### src/telescope_hit_event_builder_assert.svh
// Assertion macros for the telescope hit event builder.
// Included by the top level; expects signals named clk and rst in scope.
`ifndef TELESCOPE_HIT_EVENT_BUILDER_ASSERT_SVH
`define TELESCOPE_HIT_EVENT_BUILDER_ASSERT_SVH
`ifndef SYNTH
// Checked property, ignored while reset is high.
`define THEB_ASSERT(lbl, prop, msg) \
  lbl: assert property (@(posedge clk) disable iff (rst) prop) else $error(msg);
// Checked property that also holds across reset.
`define THEB_ASSERT_RST(lbl, prop, msg) \
  lbl: assert property (@(posedge clk) prop) else $error(msg);
`else
`define THEB_ASSERT(lbl, prop, msg)
`define THEB_ASSERT_RST(lbl, prop, msg)
`endif
`endif

### src/theb_pkg.sv
// Shared types and constants of the telescope hit event builder.
// No dependencies; imported by the interfaces and every module.
package theb_pkg;

  // Input command codes.
  localparam logic [1:0] CMD_X     = 2'd0;
  localparam logic [1:0] CMD_Y     = 2'd1;
  localparam logic [1:0] CMD_THICK = 2'd2;
  localparam logic [1:0] CMD_EOE   = 2'd3;

  // Record kind codes.
  localparam logic [2:0] KIND_X     = 3'd0;
  localparam logic [2:0] KIND_Y     = 3'd1;
  localparam logic [2:0] KIND_THICK = 3'd2;
  localparam logic [2:0] KIND_TOTAL = 3'd3;
  localparam logic [2:0] KIND_ERR   = 3'd4;

  // Configuration register indexes.
  localparam int CFG_IDX_W = 3;
  localparam logic [CFG_IDX_W-1:0] REG_X_THR      = 3'd0;
  localparam logic [CFG_IDX_W-1:0] REG_Y_THR      = 3'd1;
  localparam logic [CFG_IDX_W-1:0] REG_THICK_THR_A = 3'd2;
  localparam logic [CFG_IDX_W-1:0] REG_THICK_THR_B = 3'd3;
  localparam logic [CFG_IDX_W-1:0] REG_THICK_THR_C = 3'd4;
  localparam logic [CFG_IDX_W-1:0] REG_THICK_COUNT = 3'd5;
  localparam logic [CFG_IDX_W-1:0] REG_DE_STRIPS  = 3'd6;
  localparam logic [CFG_IDX_W-1:0] REG_TELESCOPE  = 3'd7;

  // Strip search floor, -500.0 in Q16.16.
  localparam logic signed [31:0] FLOOR_Q16 = -32'sd32768000;

  // Thick detector index wide enough for the largest supported count (8).
  localparam int THICK_IDX_W = 3;

  // Controller states.
  typedef enum logic [2:0] {
    ST_COLLECT,
    ST_EMIT_X,
    ST_EMIT_Y,
    ST_EMIT_THICK,
    ST_EMIT_TOTAL,
    ST_EMIT_ERR
  } ctrl_state_t;

  // Which record the datapath assembles.
  typedef enum logic [2:0] {
    SEL_X,
    SEL_Y,
    SEL_THICK,
    SEL_TOTAL,
    SEL_ERR
  } rec_sel_t;

  // Commands from the controller to the datapath.
  typedef struct packed {
    logic                   load_hit;
    logic                   clear;
    logic                   load_out;
    rec_sel_t               sel;
    logic [THICK_IDX_W-1:0] thick_idx;
  } dp_cmd_t;

  // Status from the datapath to the controller.
  typedef struct packed {
    logic       any_hit;
    logic       overflow;
    logic [3:0] n_use;
  } dp_stat_t;

endpackage

### src/theb_ifs.sv
// Channel interfaces of the telescope hit event builder: hits, records, config.
// Depends on theb_pkg.
interface theb_hit_if import theb_pkg::*; ();
  logic               valid;
  logic               ready;
  logic [1:0]         cmd;
  logic [7:0]         detector_id;
  logic signed [31:0] hit_energy;
  logic signed [31:0] hit_time;

  modport source (output valid, cmd, detector_id, hit_energy, hit_time, input ready);
  modport sink (input valid, cmd, detector_id, hit_energy, hit_time, output ready);
endinterface

interface theb_rec_if import theb_pkg::*; ();
  logic               valid;
  logic               ready;
  logic [2:0]         kind;
  logic [7:0]         index;
  logic               hit_valid;
  logic signed [31:0] energy;
  logic signed [31:0] timing;
  logic signed [31:0] de_energy;
  logic signed [35:0] total_energy;
  logic               last;

  modport source (output valid, kind, index, hit_valid, energy, timing, de_energy,
                  total_energy, last, input ready);
  modport sink (input valid, kind, index, hit_valid, energy, timing, de_energy,
                total_energy, last, output ready);
endinterface

interface theb_cfg_if import theb_pkg::*; ();
  logic                 valid;
  logic                 ready;
  logic [CFG_IDX_W-1:0] index;
  logic [31:0]          data;

  modport source (output valid, index, data, input ready);
  modport sink (input valid, index, data, output ready);
endinterface

### src/theb_datapath.sv
// Datapath: configuration registers, per-event hit state, record assembly and
// the output record register. Depends on theb_pkg and theb_cfg_if.
module theb_datapath import theb_pkg::*; #(
  parameter int NUM_THICK = 3
) (
  input  logic               clk,
  input  logic               rst,
  theb_cfg_if.sink           cfg,
  input  logic [1:0]         in_cmd,
  input  logic [7:0]         in_detector_id,
  input  logic signed [31:0] in_hit_energy,
  input  logic signed [31:0] in_hit_time,
  input  dp_cmd_t            cmd,
  output dp_stat_t           stat,
  output logic [2:0]         kind,
  output logic [7:0]         index,
  output logic               hit_valid,
  output logic signed [31:0] energy,
  output logic signed [31:0] timing,
  output logic signed [31:0] de_energy,
  output logic signed [35:0] total_energy,
  output logic               last
);

  localparam int TW = (NUM_THICK > 1) ? $clog2(NUM_THICK) : 1;
  localparam logic [3:0] NUM_USE_MAX = 4'(NUM_THICK);

  // Configuration registers.
  logic signed [31:0] x_thr;
  logic signed [31:0] y_thr;
  logic signed [31:0] thick_thr_a;
  logic signed [31:0] thick_thr_b;
  logic signed [31:0] thick_thr_c;
  logic [3:0]         thick_count;
  logic               de_from_strips;
  logic [7:0]         telescope_number;

  // Per-event state.
  logic signed [31:0] x_best_energy;
  logic [7:0]         x_best_id;
  logic signed [31:0] x_best_time;
  logic               x_seen;
  logic signed [31:0] y_best_energy;
  logic [7:0]         y_best_id;
  logic signed [31:0] y_best_time;
  logic               y_seen;
  logic signed [31:0] thick_energy [NUM_THICK];
  logic signed [31:0] thick_time [NUM_THICK];
  logic [NUM_THICK-1:0] thick_valid;
  logic signed [34:0] thick_sum;
  logic [7:0]         thick_hits;
  logic               any_hit;

  logic [3:0]         n_use;
  logic signed [31:0] hit_thr;
  logic               thick_take;
  logic               thick_count_ok;
  logic [TW-1:0]      hit_tid;
  logic [TW-1:0]      rd_tid;

  logic               xv;
  logic               yv;
  logic               anyv;
  logic signed [31:0] de_val;
  logic signed [31:0] sum_sat;
  logic signed [35:0] total_val;

  logic [2:0]         kind_next;
  logic [7:0]         index_next;
  logic               hit_valid_next;
  logic signed [31:0] energy_next;
  logic signed [31:0] timing_next;
  logic signed [31:0] de_energy_next;
  logic signed [35:0] total_energy_next;
  logic               last_next;

  // Configuration writes are always accepted.
  assign cfg.ready = 1'b1;

  always_ff @(posedge clk) begin
    if (rst) begin
      x_thr            <= '0;
      y_thr            <= '0;
      thick_thr_a      <= '0;
      thick_thr_b      <= '0;
      thick_thr_c      <= '0;
      thick_count      <= 4'd3;
      de_from_strips   <= 1'b1;
      telescope_number <= '0;
    end else if (cfg.valid) begin
      unique case (cfg.index)
        REG_X_THR:       x_thr            <= cfg.data;
        REG_Y_THR:       y_thr            <= cfg.data;
        REG_THICK_THR_A: thick_thr_a      <= cfg.data;
        REG_THICK_THR_B: thick_thr_b      <= cfg.data;
        REG_THICK_THR_C: thick_thr_c      <= cfg.data;
        REG_THICK_COUNT: thick_count      <= cfg.data[3:0];
        REG_DE_STRIPS:   de_from_strips   <= cfg.data[0];
        REG_TELESCOPE:   telescope_number <= cfg.data[7:0];
      endcase
    end
  end

  // Detectors in use, clamped to the instantiated count.
  assign n_use = (thick_count > NUM_USE_MAX) ? NUM_USE_MAX : thick_count;

  // Threshold of the detector named by the incoming hit; higher ids use zero.
  always_comb begin
    unique case (in_detector_id)
      8'd0:    hit_thr = thick_thr_a;
      8'd1:    hit_thr = thick_thr_b;
      8'd2:    hit_thr = thick_thr_c;
      default: hit_thr = '0;
    endcase
  end

  assign hit_tid        = in_detector_id[TW-1:0];
  assign thick_count_ok = (thick_hits != 8'hFF);
  assign thick_take     = (in_detector_id < {4'b0, n_use}) && (in_hit_energy > hit_thr);

  // Event state update: strip maximum search, thick hit count and sum.
  always_ff @(posedge clk) begin
    if (rst || cmd.clear) begin
      x_best_energy <= FLOOR_Q16;
      x_best_id     <= '0;
      x_best_time   <= '0;
      x_seen        <= 1'b0;
      y_best_energy <= FLOOR_Q16;
      y_best_id     <= '0;
      y_best_time   <= '0;
      y_seen        <= 1'b0;
      thick_valid   <= '0;
      thick_sum     <= '0;
      thick_hits    <= '0;
      any_hit       <= 1'b0;
    end else if (cmd.load_hit) begin
      any_hit <= 1'b1;
      unique case (in_cmd)
        CMD_X: begin
          if (x_best_energy < in_hit_energy) begin
            x_best_energy <= in_hit_energy;
            x_best_id     <= in_detector_id;
            x_best_time   <= in_hit_time;
            x_seen        <= 1'b1;
          end
        end
        CMD_Y: begin
          if (y_best_energy < in_hit_energy) begin
            y_best_energy <= in_hit_energy;
            y_best_id     <= in_detector_id;
            y_best_time   <= in_hit_time;
            y_seen        <= 1'b1;
          end
        end
        CMD_THICK: begin
          if (thick_count_ok) begin
            thick_hits <= thick_hits + 8'd1;
            if (thick_take) begin
              thick_valid[hit_tid] <= 1'b1;
              thick_sum <= thick_sum + {{3{in_hit_energy[31]}}, in_hit_energy};
            end
          end
        end
        CMD_EOE: begin
        end
      endcase
    end
  end

  // Stored thick hit values; only read where the valid bit is set.
  always_ff @(posedge clk) begin
    if (cmd.load_hit && in_cmd == CMD_THICK && thick_count_ok && thick_take) begin
      thick_energy[hit_tid] <= in_hit_energy;
      thick_time[hit_tid]   <= in_hit_time;
    end
  end

  assign stat.any_hit  = any_hit;
  assign stat.overflow = (thick_hits > {4'b0, n_use});
  assign stat.n_use    = n_use;

  // Report decisions and totals.
  assign xv = x_seen && (x_best_energy > x_thr);
  assign yv = y_seen && (y_best_energy > y_thr);

  always_comb begin
    anyv = xv || yv;
    for (int i = 0; i < NUM_THICK; i++) begin
      if (4'(i) < n_use) begin
        anyv = anyv || thick_valid[i];
      end
    end
  end

  assign de_val = (de_from_strips && xv) ? x_best_energy : '0;

  // The sum fits 32 bits when its top four bits agree.
  always_comb begin
    if ((thick_sum[34:31] == 4'b0000) || (thick_sum[34:31] == 4'b1111)) begin
      sum_sat = thick_sum[31:0];
    end else if (thick_sum[34]) begin
      sum_sat = 32'sh8000_0000;
    end else begin
      sum_sat = 32'sh7FFF_FFFF;
    end
  end

  // At most eight thick hits are summed here, so 36 bits cannot overflow.
  assign total_val = {{4{de_val[31]}}, de_val} + {thick_sum[34], thick_sum};

  assign rd_tid = cmd.thick_idx[TW-1:0];

  // Assemble the selected record.
  always_comb begin
    kind_next         = KIND_X;
    index_next        = '0;
    hit_valid_next    = 1'b0;
    energy_next       = '0;
    timing_next       = '0;
    de_energy_next    = '0;
    total_energy_next = '0;
    last_next         = 1'b0;
    unique case (cmd.sel)
      SEL_X: begin
        kind_next      = KIND_X;
        hit_valid_next = xv;
        if (xv) begin
          index_next  = x_best_id;
          energy_next = x_best_energy;
          timing_next = x_best_time;
        end
      end
      SEL_Y: begin
        kind_next      = KIND_Y;
        hit_valid_next = yv;
        if (yv) begin
          index_next  = y_best_id;
          energy_next = y_best_energy;
          timing_next = y_best_time;
        end
      end
      SEL_THICK: begin
        kind_next      = KIND_THICK;
        index_next     = {{(8-THICK_IDX_W){1'b0}}, cmd.thick_idx};
        hit_valid_next = thick_valid[rd_tid];
        if (thick_valid[rd_tid]) begin
          energy_next = thick_energy[rd_tid];
          timing_next = thick_time[rd_tid];
        end
      end
      SEL_TOTAL: begin
        kind_next         = KIND_TOTAL;
        index_next        = telescope_number;
        hit_valid_next    = anyv;
        energy_next       = sum_sat;
        de_energy_next    = de_val;
        total_energy_next = total_val;
        last_next         = 1'b1;
      end
      SEL_ERR: begin
        kind_next  = KIND_ERR;
        index_next = thick_hits;
        last_next  = 1'b1;
      end
    endcase
  end

  // Output record register.
  always_ff @(posedge clk) begin
    if (cmd.load_out) begin
      kind         <= kind_next;
      index        <= index_next;
      hit_valid    <= hit_valid_next;
      energy       <= energy_next;
      timing       <= timing_next;
      de_energy    <= de_energy_next;
      total_energy <= total_energy_next;
      last         <= last_next;
    end
  end

endmodule

### src/theb_ctrl.sv
// Controller: collects hits and sequences the record requests of one event.
// Depends on theb_pkg.
module theb_ctrl import theb_pkg::*; (
  input  logic       clk,
  input  logic       rst,
  input  logic       in_valid,
  input  logic [1:0] in_cmd,
  output logic       in_ready,
  input  logic       out_ready,
  output logic       out_valid,
  input  dp_stat_t   stat,
  output dp_cmd_t    cmd
);

  ctrl_state_t            state;
  ctrl_state_t            state_next;
  logic [THICK_IDX_W-1:0] thick_idx;
  logic                   slot_free;
  logic                   eoe_accept;
  logic                   thick_done;

  assign slot_free  = !out_valid || out_ready;
  assign eoe_accept = (state == ST_COLLECT) && in_valid && (in_cmd == CMD_EOE);
  assign thick_done = ({1'b0, thick_idx} + 4'd1) == stat.n_use;

  // Next state.
  always_comb begin
    state_next = state;
    unique case (state)
      ST_COLLECT: begin
        if (eoe_accept && stat.any_hit) begin
          state_next = stat.overflow ? ST_EMIT_ERR : ST_EMIT_X;
        end
      end
      ST_EMIT_X: begin
        if (slot_free) state_next = ST_EMIT_Y;
      end
      ST_EMIT_Y: begin
        if (slot_free) state_next = (stat.n_use == 4'd0) ? ST_EMIT_TOTAL : ST_EMIT_THICK;
      end
      ST_EMIT_THICK: begin
        if (slot_free && thick_done) state_next = ST_EMIT_TOTAL;
      end
      ST_EMIT_TOTAL, ST_EMIT_ERR: begin
        if (slot_free) state_next = ST_COLLECT;
      end
      default: state_next = ST_COLLECT;
    endcase
  end

  // Outputs and datapath commands.
  always_comb begin
    in_ready       = (state == ST_COLLECT);
    cmd.load_hit   = (state == ST_COLLECT) && in_valid && (in_cmd != CMD_EOE);
    cmd.clear      = (eoe_accept && !stat.any_hit) ||
                     (((state == ST_EMIT_TOTAL) || (state == ST_EMIT_ERR)) && slot_free);
    cmd.load_out   = (state != ST_COLLECT) && slot_free;
    cmd.thick_idx  = thick_idx;
    unique case (state)
      ST_EMIT_Y:     cmd.sel = SEL_Y;
      ST_EMIT_THICK: cmd.sel = SEL_THICK;
      ST_EMIT_TOTAL: cmd.sel = SEL_TOTAL;
      ST_EMIT_ERR:   cmd.sel = SEL_ERR;
      default:       cmd.sel = SEL_X;
    endcase
  end

  // State, thick record counter and output valid flag.
  always_ff @(posedge clk) begin
    if (rst) begin
      state     <= ST_COLLECT;
      thick_idx <= '0;
      out_valid <= 1'b0;
    end else begin
      state <= state_next;
      if (state == ST_EMIT_Y) begin
        thick_idx <= '0;
      end else if (state == ST_EMIT_THICK && slot_free) begin
        thick_idx <= thick_idx + 1'b1;
      end
      if (cmd.load_out) begin
        out_valid <= 1'b1;
      end else if (out_ready) begin
        out_valid <= 1'b0;
      end
    end
  end

endmodule

### src/telescope_hit_event_builder.sv
// Hits are taken one per cycle and folded into the event state at the accepting edge.
// An end-of-event request after a hit moves the controller to an emit state that loads
// the first record into the output register; records then leave one per cycle while the
// sink is ready: 3 + n records (n = thick detectors in use), or one error record. No hit
// is taken during that emission. Reset (synchronous, active high) loads register defaults
// and clears the event state at once; there is no clearing pass.
`include "telescope_hit_event_builder_assert.svh"

module telescope_hit_event_builder import theb_pkg::*; #(
  parameter int NUM_THICK = 3
) (
  input logic      clk,
  input logic      rst,
  theb_hit_if.sink hit,
  theb_rec_if.source rec,
  theb_cfg_if.sink cfg
);

  dp_cmd_t  dp_cmd;
  dp_stat_t dp_stat;

  // Sequencing of hits and records.
  theb_ctrl u_ctrl (
    .clk       (clk),
    .rst       (rst),
    .in_valid  (hit.valid),
    .in_cmd    (hit.cmd),
    .in_ready  (hit.ready),
    .out_ready (rec.ready),
    .out_valid (rec.valid),
    .stat      (dp_stat),
    .cmd       (dp_cmd)
  );

  // Event state, configuration and record formation.
  theb_datapath #(
    .NUM_THICK (NUM_THICK)
  ) u_datapath (
    .clk            (clk),
    .rst            (rst),
    .cfg            (cfg),
    .in_cmd         (hit.cmd),
    .in_detector_id (hit.detector_id),
    .in_hit_energy  (hit.hit_energy),
    .in_hit_time    (hit.hit_time),
    .cmd            (dp_cmd),
    .stat           (dp_stat),
    .kind           (rec.kind),
    .index          (rec.index),
    .hit_valid      (rec.hit_valid),
    .energy         (rec.energy),
    .timing         (rec.timing),
    .de_energy      (rec.de_energy),
    .total_energy   (rec.total_energy),
    .last           (rec.last)
  );

  // Checks on controller and datapath cooperation.
  `THEB_ASSERT(a_no_emit_while_collect, hit.ready |-> !dp_cmd.load_out, "record loaded while taking hits")
  `THEB_ASSERT(a_clear_empties_event, dp_cmd.clear |=> !dp_stat.any_hit, "event state not cleared")
  `THEB_ASSERT(a_load_shows_record, dp_cmd.load_out |=> rec.valid, "loaded record not presented")
  `THEB_ASSERT_RST(a_reset_no_record, rst |=> !rec.valid, "record valid after reset")

endmodule
### src/flat_wrapper.sv
// flat-port wrapper written by rule: the top's interface ports become plain ports
module telescope_hit_event_builder_flat import theb_pkg::*;
#(
  parameter int NUM_THICK = 3
)
  (clk, rst, hit_valid, hit_cmd, hit_detector_id, hit_hit_energy, hit_hit_time, hit_ready, rec_valid, rec_kind, rec_index, rec_hit_valid, rec_energy, rec_timing, rec_de_energy, rec_total_energy, rec_last, rec_ready, cfg_valid, cfg_index, cfg_data, cfg_ready);
  theb_hit_if hit_i ();
  theb_rec_if rec_i ();
  theb_cfg_if cfg_i ();
  input logic clk;
  input logic rst;
  input wire logic [$bits(hit_i.valid)-1:0] hit_valid;
  input wire logic [$bits(hit_i.cmd)-1:0] hit_cmd;
  input wire logic [$bits(hit_i.detector_id)-1:0] hit_detector_id;
  input wire logic [$bits(hit_i.hit_energy)-1:0] hit_hit_energy;
  input wire logic [$bits(hit_i.hit_time)-1:0] hit_hit_time;
  output wire logic [$bits(hit_i.ready)-1:0] hit_ready;
  output wire logic [$bits(rec_i.valid)-1:0] rec_valid;
  output wire logic [$bits(rec_i.kind)-1:0] rec_kind;
  output wire logic [$bits(rec_i.index)-1:0] rec_index;
  output wire logic [$bits(rec_i.hit_valid)-1:0] rec_hit_valid;
  output wire logic [$bits(rec_i.energy)-1:0] rec_energy;
  output wire logic [$bits(rec_i.timing)-1:0] rec_timing;
  output wire logic [$bits(rec_i.de_energy)-1:0] rec_de_energy;
  output wire logic [$bits(rec_i.total_energy)-1:0] rec_total_energy;
  output wire logic [$bits(rec_i.last)-1:0] rec_last;
  input wire logic [$bits(rec_i.ready)-1:0] rec_ready;
  input wire logic [$bits(cfg_i.valid)-1:0] cfg_valid;
  input wire logic [$bits(cfg_i.index)-1:0] cfg_index;
  input wire logic [$bits(cfg_i.data)-1:0] cfg_data;
  output wire logic [$bits(cfg_i.ready)-1:0] cfg_ready;
  assign hit_i.valid = hit_valid;
  assign hit_i.cmd = hit_cmd;
  assign hit_i.detector_id = hit_detector_id;
  assign hit_i.hit_energy = hit_hit_energy;
  assign hit_i.hit_time = hit_hit_time;
  assign hit_ready = hit_i.ready;
  assign rec_valid = rec_i.valid;
  assign rec_kind = rec_i.kind;
  assign rec_index = rec_i.index;
  assign rec_hit_valid = rec_i.hit_valid;
  assign rec_energy = rec_i.energy;
  assign rec_timing = rec_i.timing;
  assign rec_de_energy = rec_i.de_energy;
  assign rec_total_energy = rec_i.total_energy;
  assign rec_last = rec_i.last;
  assign rec_i.ready = rec_ready;
  assign cfg_i.valid = cfg_valid;
  assign cfg_i.index = cfg_index;
  assign cfg_i.data = cfg_data;
  assign cfg_ready = cfg_i.ready;
  telescope_hit_event_builder #(.NUM_THICK(NUM_THICK)) u_core (.clk(clk), .rst(rst), .hit(hit_i), .rec(rec_i), .cfg(cfg_i));
endmodule
### config.mk
export PLATFORM = sky130hd
export DESIGN_NAME = telescope_hit_event_builder_flat
export DESIGN_NICKNAME = d
export VERILOG_FILES = /design/src/theb_pkg.sv /design/src/theb_ifs.sv /design/src/theb_datapath.sv /design/src/theb_ctrl.sv /design/src/telescope_hit_event_builder.sv /design/src/flat_wrapper.sv
export VERILOG_INCLUDE_DIRS = /design/src /design/src/src
export SDC_FILE = /design/constraint.sdc
export NUM_CORES = 2
export LEC_CHECK = 0
export ABC_CLOCK_PERIOD_IN_PS = 16400
export BUFFER_PORTS_ARGS = -buffer_cell sky130_fd_sc_hd__buf_2
export CAP_MARGIN = 25
export CORE_AREA = 2 2 339 241
export DETAILED_ROUTE_END_ITERATION = 10
export DIE_AREA = 0 0 341 243
export PLACE_DENSITY = 0.7
export SKIP_LAST_GASP = 1
export SLEW_MARGIN = 20
export SYNTH_ARGS = -nofsm -noshare
export SYNTH_HDL_FRONTEND = slang
export SYNTH_HIERARCHICAL = 1
export SYNTH_SLANG_ARGS = --single-unit
### constraint.sdc
create_clock -name clk -period 16.4 [get_ports clk]
set_input_delay 0 -clock clk [delete_from_list [all_inputs] [get_ports clk]]
set_output_delay 0 -clock clk [all_outputs]
set_load 0.01 [all_outputs]
==> impl_metrics.csv <==
group,metric,value,unit
worst_setup_path,critPathTopFamily,"compound AO/OA/AOI/OAI gates",
yosys,synth_top_family_by_area,"simple AND/OR/NAND/NOR gates",
place,port_buffers,260,
finish,final_cell_mix,"nand2_1, dfxtp_1, a21oi_1",
timing,slew_violations,0,
cts,clk_latency,0.63,ns
worst_setup_path,cp_max_fo,17,
worst_setup_path,reg2regPathDepth,20,
finish,final_common_cell,"nand2_1",
global_routing,antenna_found_initial,11,
global_routing,grt_pass1_vias,26891,
global_routing,grt_pass1_wl,164000,um
place,finalWeightedCongestion,0.936,
place,dpl_cell_area,37800,um^2
yosys,syn_area,35600,um^2
timing,setup_slack,10.26,ns
timing,worst_pin_slew,1.15,ns
power_and_ir_drop,power_density,112,nW/um^2
worst_hold_path,hold_path_class,"in2reg",
worst_setup_path,crit_top_cell,"nor2_1",
worst_hold_path,hold_path_startpoint,"hit_detector_id[0]",
yosys,async_reset_ff_frac,0,
global_routing,gr-total-overflow,0,
worst_hold_path,hold_end,"u_core/u_datapath/x_best_id[0]",
timing,fmax,0.163,GHz
yosys,synth-compound-area-share,0.137,
cts,cts_buffers,72,
yosys,synth_ff_type,"dfxtp_1",
cts,clk_pin_slew,0.06,ns
worst_setup_path,r2r-start,"u_core/u_datapath/x_best_energy[25]",
worst_setup_path,path_cells,"ha_1 -> a21o_1 -> a21o_1 -> a21oi_1 -> nor2_1 -> nor4_1 -> o211ai_1 -> mux2i_4 -> and3_1 -> ha_1 -> fa_1 -> a211oi_1 -> nor2_1 -> o311ai_0 -> a21boi_0 -> a41o_1 -> a2111oi_0 -> o21ai_0 -> xnor2_1 -> nor2_1",
die,die-area,82900,um^2
status,status,"complete, no violations",
yosys,syn_area_per_cell,9.70,um^2
routing,avgRoutedWirePerCell,21.4,um
yosys,yosysTopAreaCellShare,0.285,
yosys,ys.warnings.count,6,
yosys,syn_inst,3666,
cts,cts.path.max_buffers,3,
cts,h-tree-depth,3,
timing,rsz0062_at_grt,"no",
timing,layout_min_cycle_time,6.14,ns
finish,syn_to_final_growth,16.3,%
worst_setup_path,arrival,6.49,ns
finish,fillers,7178,
die,start_util,0.447,
timing,relSlewSlack,0.231,
finish,nets,4302,
finish,drive_gt1_frac,0.112,
finish,fin_area,41400,um^2
yosys,synthMuxAreaShare,0.0789,
worst_setup_path,slowest_delay,0.61,ns
yosys,synth_top_cell_by_area,"edfxtp_1",
routing,drt_wl_total,109000,um
die,core,79600,um^2
finish,stdcell_count,5083,
die,die_x,341,um
timing,final.setup.tns,0,ns
power_and_ir_drop,power.leakage,16.5,nW
place,dp_slack,10.42,ns
timing,hold_viol,0,
worst_setup_path,critPathRequiredTime,16.75,ns
die,die_h,243,um
yosys,synth.distinct_cells,79,
cts,cts_tree,"built",
cts,cts_sinks,710,
worst_setup_path,critPathLaunchType,"register",
routing,vias,28951,
place,placed_cells,4830,
routing,first_pass_iters,6,
cts,cts_resized,0,
worst_hold_path,holdPathStages,3,
yosys,synthTopCellsByArea,"edfxtp_1, dfxtp_1, ha_1",
worst_setup_path,setup.worst_path.class,"reg2reg",
yosys,seq_area_frac_synth,0.495,
place,dp.final_hpwl,75500,um
worst_setup_path,slowest_stage,"o311ai_0",
timing,skew,0.0268,ns
routing,antenna_left,0,
power_and_ir_drop,ir_worst_vdd,0.0845,mV
worst_setup_path,rrSetupSlack,10.26,ns
yosys,synth-xor-area-share,0.0154,
die,num_rows,87,
worst_setup_path,r2r_end,"u_core/u_datapath/total_energy[34]",
global_routing,grt_max_degree,102,
timing,setup_viol,0,
routing,vias_per_cell,5.70,
worst_setup_path,crit_path_end_kind,"register",
yosys,ys_seq_elements,710,
routing,drc,0,
finish,final_util,0.520,
timing,min_period_over_period,0.375,
yosys,synth_simple_gate_area_frac,0.152,
run,cap_violations,0,
yosys,synthAdderAreaFrac,0.0835,
die,pin_count,262,
cts,cts_root_buf,"clkbuf_16",
global_routing,grt_usage,0.256,
worst_setup_path,worst-path-buf-inv,0,
routing,drt_iter0_drc,3275,
yosys,synth_edf_count,337,
kinds of logic (layout without fill, tap and decap cells):
group,Yosys count,in the layout
compound gates,776,776
xor+xnor,61,61
mux,280,280
fa+ha+maj,236,236
buf+inv,344,686
other cells,2,9
flops,710,710
simple gates,1257,1257
per-layer routing:
metal | share of wire | global-route usage | vias up
met1 | 0.48 | 0.399 | 13884
met3 | 0.10 | 0.0543 | 147
met5 | 0.00055 | 0 | -
li1 | - | - | 13652
met2 | 0.40 | 0.355 | 1258
met4 | 0.021 | 0.0619 | 10
through the flow:
stage	total power, mW	hold slack (ns)
CTS	4.64	0.0255
global placement	2.96	0.218
global route	4.79	0.0669
finish	4.61	0.0682
detailed placement	2.97	0.224
floorplan	2.66	0.0691
where the power goes:
part | switching (mW) | internal [mW]
clock network | 0.715 | 0.935
registers | 0.0705 | 2.11
logic | 0.528 | 0.252
cells in the mapped netlist, drive strengths merged, types with 24 or more instances:
library cell	number
a221o	64
nand2b	27
nor3	28
nand2	686
inv	136
a21o	86
o22ai	43
ha	234
a21oi	353
edfxtp	337
clkbuf	168
and3	81
mux2i	278
nand4	40
xor2	25
o21ai	98
nor2	297
nand3	24
xnor2	35
buf	40
dfxtp	373
registers in the layout, summed over array words and instances, names as in the netlist, 32 cells and up:
register and cells:
u_core/u_datapath/de_energy 32, u_core/u_datapath/energy 32, u_core/u_datapath/thick_energy 96, u_core/u_datapath/thick_sum 35
u_core/u_datapath/thick_thr_a 32, u_core/u_datapath/thick_thr_b 32, u_core/u_datapath/thick_thr_c 32, u_core/u_datapath/thick_time 96
u_core/u_datapath/timing 32, u_core/u_datapath/total_energy 36, u_core/u_datapath/x_best_energy 32, u_core/u_datapath/x_best_time 32
u_core/u_datapath/x_thr 32, u_core/u_datapath/y_best_energy 32, u_core/u_datapath/y_best_time 32, u_core/u_datapath/y_thr 32
worst min-delay path: stages:
cell and delay [ns]:
buf_2 0.31, nand2_1 0.23, mux2i_1 0.09
cell type report:
type | count | area, um^2 | share of cell area
timing repair buffer | 417 | 2840 | 0.0686
multi-input combinational | 2615 | 16700 | 0.404
antenna | 4 | 10.0 | 0.000242
sequential | 710 | 17600 | 0.425
inverter | 136 | 510 | 0.0123
tap | 1068 | 1340 | 0.0323
clock buffer | 100 | 2020 | 0.0488
clock inverter | 33 | 332 | 0.00801
worst max path at each step:
| stage | from | slack [ns] | depth (start not counted) | end |
|---|---|---|---|---|
| 3_5_place_dp | u_core/u_datapath/x_best_energy[25] | 10.42 | 20 | u_core/u_datapath/total_energy[34] |
| 6_report | u_core/u_datapath/x_best_energy[25] | 10.26 | 20 | u_core/u_datapath/total_energy[34] |
| 5_1_grt | u_core/u_datapath/x_best_energy[25] | 10.07 | 20 | u_core/u_datapath/total_energy[34] |
| 4_1_cts | u_core/u_datapath/x_best_energy[25] | 10.37 | 20 | u_core/u_datapath/total_energy[34] |
| 3_3_place_gp | u_core/u_datapath/x_best_energy[21] | 10.49 | 20 | u_core/u_datapath/total_energy[34] |
| 2_1_floorplan | hit_detector_id[7] | 8.13 | 11 | u_core/u_datapath/thick_energy[0][0] |
timing repair:
action	4_1_cts	5_1_grt
hold buffers	114	0
buffers inserted	0	0
hold endpoints to repair	518	0
Note: power is estimated with default switching activity, not from simulation.
